--- src/rtl/som_bmu_pkg.sv ---
// som_bmu_pkg: shared constants and controller/datapath interface types
// for the som best matching unit search; no dependencies

package som_bmu_pkg;

    // default map geometry and sample format
    localparam int MAP_SIZE_DEF    = 16;
    localparam int COMPONENTS_DEF  = 8;
    localparam int VALUE_WIDTH_DEF = 16;

    // fixed field widths
    localparam int ROW_W    = 4;
    localparam int COMP_W   = 3;
    localparam int SAMPLE_W = 16;
    localparam int DIST_W   = 19;
    localparam int VLEN_W   = 4;

    localparam logic [DIST_W-1:0] DIST_MAX   = '1;
    localparam logic [VLEN_W-1:0] VLEN_RESET = VLEN_W'(8);

    // request command codes
    localparam logic CMD_LOAD  = 1'b0;
    localparam logic CMD_QUERY = 1'b1;

    // commands from controller to datapath
    typedef struct packed {
        logic wr_proto;
        logic wr_query;
        logic scan_start;
        logic scan_step;
        logic out_load;
    } t_ctrl_cmd;

    // status from datapath to controller
    typedef struct packed {
        logic addr_last;
        logic pipe_idle;
        logic out_free;
    } t_dp_status;

endpackage

--- src/rtl/som_bmu_ctrl.sv ---
// som_bmu_ctrl: request decode and scan sequencing state machine
// depends on som_bmu_pkg for command and status types

module som_bmu_ctrl (
    input  logic                   i_clk,
    input  logic                   i_rst_n,
    input  logic                   i_in_valid,
    input  logic                   i_cmd,
    input  logic                   i_last,
    input  som_bmu_pkg::t_dp_status i_status,
    output logic                   o_in_stall,
    output som_bmu_pkg::t_ctrl_cmd o_ctrl
);

    typedef enum logic [1:0] {
        S_IDLE,
        S_SCAN,
        S_DRAIN,
        S_EMIT
    } t_state;

    t_state r_state;
    t_state n_state;

    always_comb begin
        n_state = r_state;
        o_ctrl  = '0;
        unique case (r_state)
            S_IDLE: begin
                if (i_in_valid) begin
                    if (i_cmd == som_bmu_pkg::CMD_LOAD) begin
                        o_ctrl.wr_proto = 1'b1;
                    end else begin
                        o_ctrl.wr_query = 1'b1;
                        if (i_last) begin
                            o_ctrl.scan_start = 1'b1;
                            n_state           = S_SCAN;
                        end
                    end
                end
            end
            S_SCAN: begin
                o_ctrl.scan_step = 1'b1;
                if (i_status.addr_last) begin
                    n_state = S_DRAIN;
                end
            end
            S_DRAIN: begin
                if (i_status.pipe_idle) begin
                    n_state = S_EMIT;
                end
            end
            S_EMIT: begin
                // hold the winner until the output register can take it
                if (i_status.out_free) begin
                    o_ctrl.out_load = 1'b1;
                    n_state         = S_IDLE;
                end
            end
            default: begin
                n_state = S_IDLE;
            end
        endcase
    end

    always_ff @(posedge i_clk) begin
        if (!i_rst_n) begin
            r_state <= S_IDLE;
        end else begin
            r_state <= n_state;
        end
    end

    assign o_in_stall = (r_state != S_IDLE);

endmodule

--- config.mk ---
export PLATFORM = sky130hd
export DESIGN_NAME = som_bmu_ctrl
export DESIGN_NICKNAME = d
export VERILOG_FILES = /design/src/rtl/som_bmu_pkg.sv /design/src/rtl/som_bmu_ctrl.sv
export SDC_FILE = /design/constraint.sdc
export NUM_CORES = 1
export LEC_CHECK = 0
export ABC_AREA = 0
export BUFFER_PORTS_ARGS = -buffer_cell sky130_fd_sc_hd__buf_2
export CAP_MARGIN = 10
export CORE_AREA = 2 2 39 41
export DETAILED_ROUTE_END_ITERATION = 8
export DIE_AREA = 0 0 41 43
export GPL_ROUTABILITY_DRIVEN = 0
export PLACE_DENSITY_LB_ADDON = 0.15
export SKIP_CTS_REPAIR_TIMING = 1
export SLEW_MARGIN = 40
export SYNTH_ARGS = -nofsm -noshare
export SYNTH_HDL_FRONTEND = slang
export SYNTH_SLANG_ARGS = --single-unit
--- constraint.sdc ---
create_clock -name i_clk -period 1.25 [get_ports i_clk]
set_clock_uncertainty 0.15 [all_clocks]
set_input_delay 0.1875 -clock i_clk [delete_from_list [all_inputs] [get_ports i_clk]]
set_output_delay 0.1875 -clock i_clk [all_outputs]
set_load 0.05 [all_outputs]
# Word-level counts from Yosys, hierarchy flattened
# Cells that the tools add are included.
# word_totals
romBits	0
latchBits	0
word_cells	28
regBits	2
ramBits	0
mem_count	0
# classes
eq_ne	9
div	0
bitwise_logic	0
magnitude_cmp	0
reduce_logical	3
multipliers	0
addsub	0
n_mux	15
n_shift	0
# op_table
cell	count
$mux W2	7
$ne A2 B2 Y1 const B	6
$pmux W2 S4	1
$mux W3	2
$reduce_and A6 Y1	1
$mux W1	5
$eq A2 B2 Y1 const B	2
$eq A2 B1 Y1 const B	1
$logic_not A2 Y1	1
$reduce_bool A2 Y1	1

# Depth between registers and ports, before layout
# Gate-level depths: netlist of the first run.
# logic_depth
ltp_word	4
mapped_depth	6

# Worst setup path before layout of the first run
# Ideal clock, no wire load.
# synth_path
kind	flip-flop to output port
startpoint	register r_state[0]
endpoint	output o_ctrl[2] (netlist bit)
stages_incl_launch_ff	5
arrival_time_ns	1.584
setup_slack_ns	-0.671
t_required_ns	0.912
path_cell_list	dfxtp_1 inv_1 ha_1 and3_1 and2_1
# synth_rtl
item	line_no	source
start, declared	som_bmu_ctrl.sv:22	t_state r_state;
start signal, assigned	som_bmu_ctrl.sv:70	r_state <= n_state;
end, declared	som_bmu_ctrl.sv:12	output som_bmu_pkg::t_ctrl_cmd o_ctrl

==> impl_results.md, run 1 <==
* Syn Nets at 41
* Synth Warn # at 0
* Final Max Slew Viols at 0
* Startpoint types: register
* Xor-xnor portion of the synthesized cell area at 0%
* Worst EP arrival at 1.23 ns
* Cell Area, Synth at 217.7 um2
* Worst reg-to-reg setup slack at -0.22 ns
* Clk slew on worst S/H paths at 0.03 ns
* Port bufs at 13
* Seq/Total Area, Yosys at 18.39%
* 1st-pass router iterations at 4
* Highest clock rate at 639.3 MHz
* Drt wl/cell at 8.172 um
* Power, Total at 0.0008476 W
* Share of the synthesized area in the top cell type at 28.74%
* Routed vias at 250
* Largest family of logic cells by synthesized area: adder cells
* CP Capture Type: output port
* Via density at 3.906
* Core Rows at 14
* Antenna violations before repair at 0
* Layout cells sized above 1 at 72.92%
* Yosys reg bits at 2
* CTS buffer count at 3
* Area of the multi-input gates at 207.7 um2
* Routed WL at 523 um
* Hold Worst Slack at 0.08784 ns
* Synth area leaders: ha_1 (29%), dfxtp_1 (18%), inv_1 (10%), mux2i_1 (9.2%), nand2_1 (8.6%)
* Setup TNS at -1.837 ns
* Num ports at 14
* Worst-case clock buffer depth at 2
* Drt drc at 0
* FF-to-FF Start: r_state[0]$_SDFFE_PN0P_
* Max reg flops at 2
* Mux share of post-synthesis cell area at 9.195%
* Place WS at -0.2904 ns
* First-pass GRT wire length at 807 um
* Final #Nets at 63
* CTS tree: done
* Worst Setup SP: r_state[1]$_SDFFE_PN0P_
* Initial DRC count at 2
* Commonest cells in the synthesized netlist: inv_1 (6), ha_1 (5), nand2_1 (5)
* Yosys top cell by area: ha_1
* Clk sink count at 2
* Synth async-reset ratio at 0%
* Biggest regs: r_state x2
* Total GRT Usage at 7.007%
* Antenna viol nets, final at 0
* Core ar. at 1384 um2
* Largest net degree at the start of global routing at 5
* Worst hold-check path type: in -> reg
* Ratio of final minimum period to clock period at 125.1%
* Worst-margin pin slew at 0.2748 ns
* Area delta synth->final at 115.5%
* Biggest register: r_state
* Status: complete, but fails checks
* Critical Path Fanout Max at 4
* Die area at 1763 um2
* Slew HR at 81.64%
* Top-count cell post-synth: inv_1
* Chip Width at 41 um
* Worst-Skew Late Latency at 0.23 ns
* Maxcap violations at 0
* Die Ht at 43 um
* Worst reg2reg endpoint: r_state[1]$_SDFFE_PN0P_
* R2R depth at 6
* H-tree depth at 1
* EDFF count, synth at 0
* Failing checks: negative setup slack
* Synth unique cells at 12
* Root Driver: clkbuf_4
* Number of fill cells at 155
* Adder-cell share of the synthesized area at 28.74%
* Unrepaired setup endpoints after global routing: true
* HPWL Detailed at 440.6 um
* PD cells at 1806 nW/um2
* Syn Area/Cell at 7.775 um2
* Critical path class: reg -> out
* Leakage at 0.2012 nW
* Initial Util at 15.73%
* CP Data Required Time at 0.91 ns
* Vias in the first global route at 220
* VDD IR max at 0.7075 mV
* Ant. Diodes at 0
* Cells after Synth at 28
* Complex-gate fraction of the synthesized area at 13.79%
* Synthesized-area fraction occupied by and/or/nand/nor cells at 19.54%
* Final worst slack at -0.3141 ns
* Critical path endpoint: o_ctrl[2]
* Final Hold Vio Count at 0
* Most common flop cell mapped by yosys: dfxtp_1
* Final setup viols at 8
* Remaining Overflow, GRT at 0
* Register Area at 47.55 um2
* Fin crit period at 1.564 ns
[layout by cell type (no fill, tap or decap)]
cell and instances:
mux2i_1 2, and3_4 1, nor2_4 1, dfxtp_4 2
o22ai_1 1, buf_6 2, a211oi_2 1, buf_2 8
ha_1 1, ha_2 2, clkinvlp_4 1, o21ai_0 1
inv_1 3, buf_8 3, clkbuf_4 3, buf_4 4
ha_4 2, inv_4 1, o22ai_2 1, and2_4 2
nand2_1 5, inv_6 1
[power by group]
group / internal (W) / switching (W)
Sequential: 0.0000899 / 0.0000277
Clock: 0.000106 / 0.0000362
Combinational: 0.000275 / 0.000313
Total: 0.000470 / 0.000377
[area by class of cell]
type / count / share of cell area (%)
clock buffers: 3 / 4.800
repair buffers: 17 / 29.33
multi-input cells: 20 / 44.27
inverters: 6 / 7.200
well taps: 16 / 4.267
flip-flops and latches: 2 / 10.13
[through the flow]
| step | std cells | utilization, % | area [um2] |
|---|---|---|---|
| final | 64 | 33.91 | 469.2 |
| after global routing | 64 | 33.91 | 469.2 |
| after CTS | 63 | 28.21 | 390.4 |
| after detailed placement | 60 | 26.58 | 367.9 |
| after global placement | 60 | 26.58 | 367.9 |
| after floorplan | 28 | - | 260.3 |
[cells by family after synthesis]
logic type,Yosys count
fa+ha+maj,5
mux,2
simple gates,9
buf+inv,6
flops,2
compound gates,4
[worst min path at each step]
stage	start	end	slack, ns	cells after the start
after detailed placement	i_rst_n	r_state[0]$_SDFFE_PN0P_	0.32	3
after global placement	i_rst_n	r_state[0]$_SDFFE_PN0P_	0.32	3
final	i_rst_n	r_state[0]$_SDFFE_PN0P_	0.09	3
after global routing	i_rst_n	r_state[0]$_SDFFE_PN0P_	0.10	3
after CTS	i_rst_n	r_state[0]$_SDFFE_PN0P_	0.08	3
after floorplan	i_rst_n	r_state[1]$_SDFFE_PN0P_	0.18	2
[routing by layer]
| layer | up-vias | global-route usage, % | wire length, um |
|---|---|---|---|
| li1 | 131 | - | - |
| met1 | 108 | 6.688 | 213 |
| met2 | 11 | 10.63 | 268 |
| met3 | 0 | 4.712 | 42 |
| met4 | 0 | 4.000 | 0 |
| met5 | - | 0 | 0 |
[critical path: stages (launching register included)]
cell and delay (ns):
dfxtp_4 0.35, inv_6 0.08, ha_4 0.14, and3_4 0.17
and2_4 0.14, buf_8 0.13
No activity file was read; power rests on OpenSTA's default activity.
==> run 2, diff against run 1 <==
Settings changed: PLACE_DENSITY_LB_ADDON 0.15 to 0.08.
==> run 2 against run 1 <==
Effect of this change: the flow still finishes with violations (negative setup slack); register-to-register slack hardly changed; non-clock buffer count up 1; clock-buffer cell count is the same; total power up 8.0%; first-iteration DRC count shrank 100%; worst setup slack better by 0.0082 ns; sequential share of layout area decreased by 0.56 points; cell area rose by 5.9%; critical path depth stayed put; wire length rose by 9.0%; critical path type unchanged; highest routed layer is now met4.
==> impl_results.md, run 2 (same netlist as run 1, synthesis figures left out) <==
* Total GRT Usage at 6.300%
* Hold Worst Slack at 0.08759 ns
* Ant. Diodes at 0
* Critical path class: reg -> out
* Initial Util at 15.73%
* First-pass GRT wire length at 724 um
* Place WS at -0.2664 ns
* Leakage at 0.2115 nW
* Slew HR at 82.13%
* Chip Width at 41 um
* Cell Chain, Critical Path: inv_6, ha_4, and3_4, and2_4, buf_8
* Core ar. at 1384 um2
* Vias in the first global route at 214
* CP Data Required Time at 0.91 ns
* Worst EP arrival at 1.22 ns
* Placed Cells incl. Taps at 58
* Critical Path Fanout Max at 4
* Startpoint types: register
* Core Rows at 14
* Top delay family on crit path: flip-flops
* Drt wl/cell at 8.769 um
* Biggest regs: r_state x2
* Port bufs at 13
* Worst-case clock buffer depth at 2
* Final worst slack at -0.3059 ns
* Layout cells sized above 1 at 77.55%
* Die area at 1763 um2
* PD cells at 1842 nW/um2
* Final Hold Vio Count at 0
* Final Max Slew Viols at 0
* CTS tree: done
* Remaining Overflow, GRT at 0
* Clk sink count at 2
* Area delta synth->final at 128.2%
* Leading cell type in the layout, fill and taps excluded: buf_2
* Status: complete, but fails checks
* Biggest register: r_state
* Final #Nets at 64
* Via density at 4.077
* Num ports at 14
* Most frequent cells in the layout: buf_2 (8), buf_4 (5), nand2_1 (4)
* Antenna viol nets, final at 0
* Routed vias at 265
* H-tree depth at 1
* Maxcap violations at 0
* Clk slew on worst S/H paths at 0.03 ns
* Unrepaired setup endpoints after global routing: true
* Slowest stage cell on the critical path: dfxtp_4
* Largest net degree at the start of global routing at 5
* Max reg flops at 2
* VDD IR max at 0.5982 mV
* Final setup viols at 8
* Initial DRC count at 0
* Root Driver: clkbuf_4
* Ratio of final minimum period to clock period at 124.5%
* Drt drc at 0
* Final cell count without fillers at 65
* CP Capture Type: output port
* Worst hold-check path type: in -> reg
* CP Buf/Inv Count at 2
* CTS buffer count at 3
* Fin crit period at 1.556 ns
* Worst-Skew Late Latency at 0.22 ns
* CP max stage delay at 0.35 ns
* 1st-pass router iterations at 1
* Worst-margin pin slew at 0.2675 ns
* HPWL Detailed at 457.9 um
* Highest clock rate at 642.7 MHz
* Antenna violations before repair at 0
* Failing checks: negative setup slack
* Die Ht at 43 um
* Routed WL at 570 um
[run 2: cell count changes in the layout (fill, tap and decap cells not counted)]
cell     previous run  this run
and2_2              0         1
and2_4              2         1
buf_4               4         5
ha_1                1         2
ha_2                2         0
ha_4                2         3
inv_1               3         2
inv_2               0         1
nand2_1             5         4
nand2_4             0         1
o22ai_1             1         0
o22ai_2             1         2
[run 2: layout make-up]
class / count / area [um2]
fill: 156 / 887.1
multi-input combinational: 20 / 227.7
timing repair buffer: 18 / 145.1
sequential: 2 / 47.55
inverter: 6 / 33.78
clock buffer: 3 / 22.52
tap: 16 / 20.02
[run 2: tightest hold or removal path: stages]
cell and delay [ns]:
buf_2 0.12, nand2_1 0.06, mux2i_1 0.05
[run 2: final timing paths]
path	depth (start not counted)	slack (ns)	from	end
max reg2reg	7	-0.23	r_state[1]$_SDFFE_PN0P_	r_state[0]$_SDFFE_PN0P_
max	5	-0.31	r_state[1]$_SDFFE_PN0P_	o_ctrl[2]
min reg2reg	2	0.35	r_state[0]$_SDFFE_PN0P_	r_state[0]$_SDFFE_PN0P_
min	3	0.09	i_rst_n	r_state[1]$_SDFFE_PN0P_
[run 2: report_power, final]
| part | leakage [nW] | switching (W) | internal (W) |
|---|---|---|---|
| clock | 0.0138 | 0.0000368 | 0.000106 |
| combinational | 0.180 | 0.000342 | 0.000314 |
| sequential | 0.0178 | 0.0000267 | 0.0000899 |
| total | 0.211 | 0.000405 | 0.000510 |
[run 2: layer usage]
metal / vias to the layer above / GRT usage (%) / part of all wire (%)
met5: - / 0 / 0
met4: 0 / 6.000 / 2.5
met3: 2 / 1.571 / 7.4
met2: 11 / 10.31 / 54
met1: 120 / 5.714 / 36
li1: 132 / - / -
[run 2: per-stage QoR]
step / instance area, um2 / setup TNS [ns] / power (W) / utilization, %
CTS: 375.4 / -2.451 / 0.0007209 / 27.12
detailed placement: 352.8 / -1.077 / 0.0005703 / 25.50
global route: 496.7 / -2.151 / 0.0009737 / 35.90
finish: 496.7 / -1.805 / 0.0009151 / 35.90
floorplan: 260.3 / -0.8391 / 0.0004699 / -
global placement: 352.8 / -1.064 / 0.0005682 / 25.50
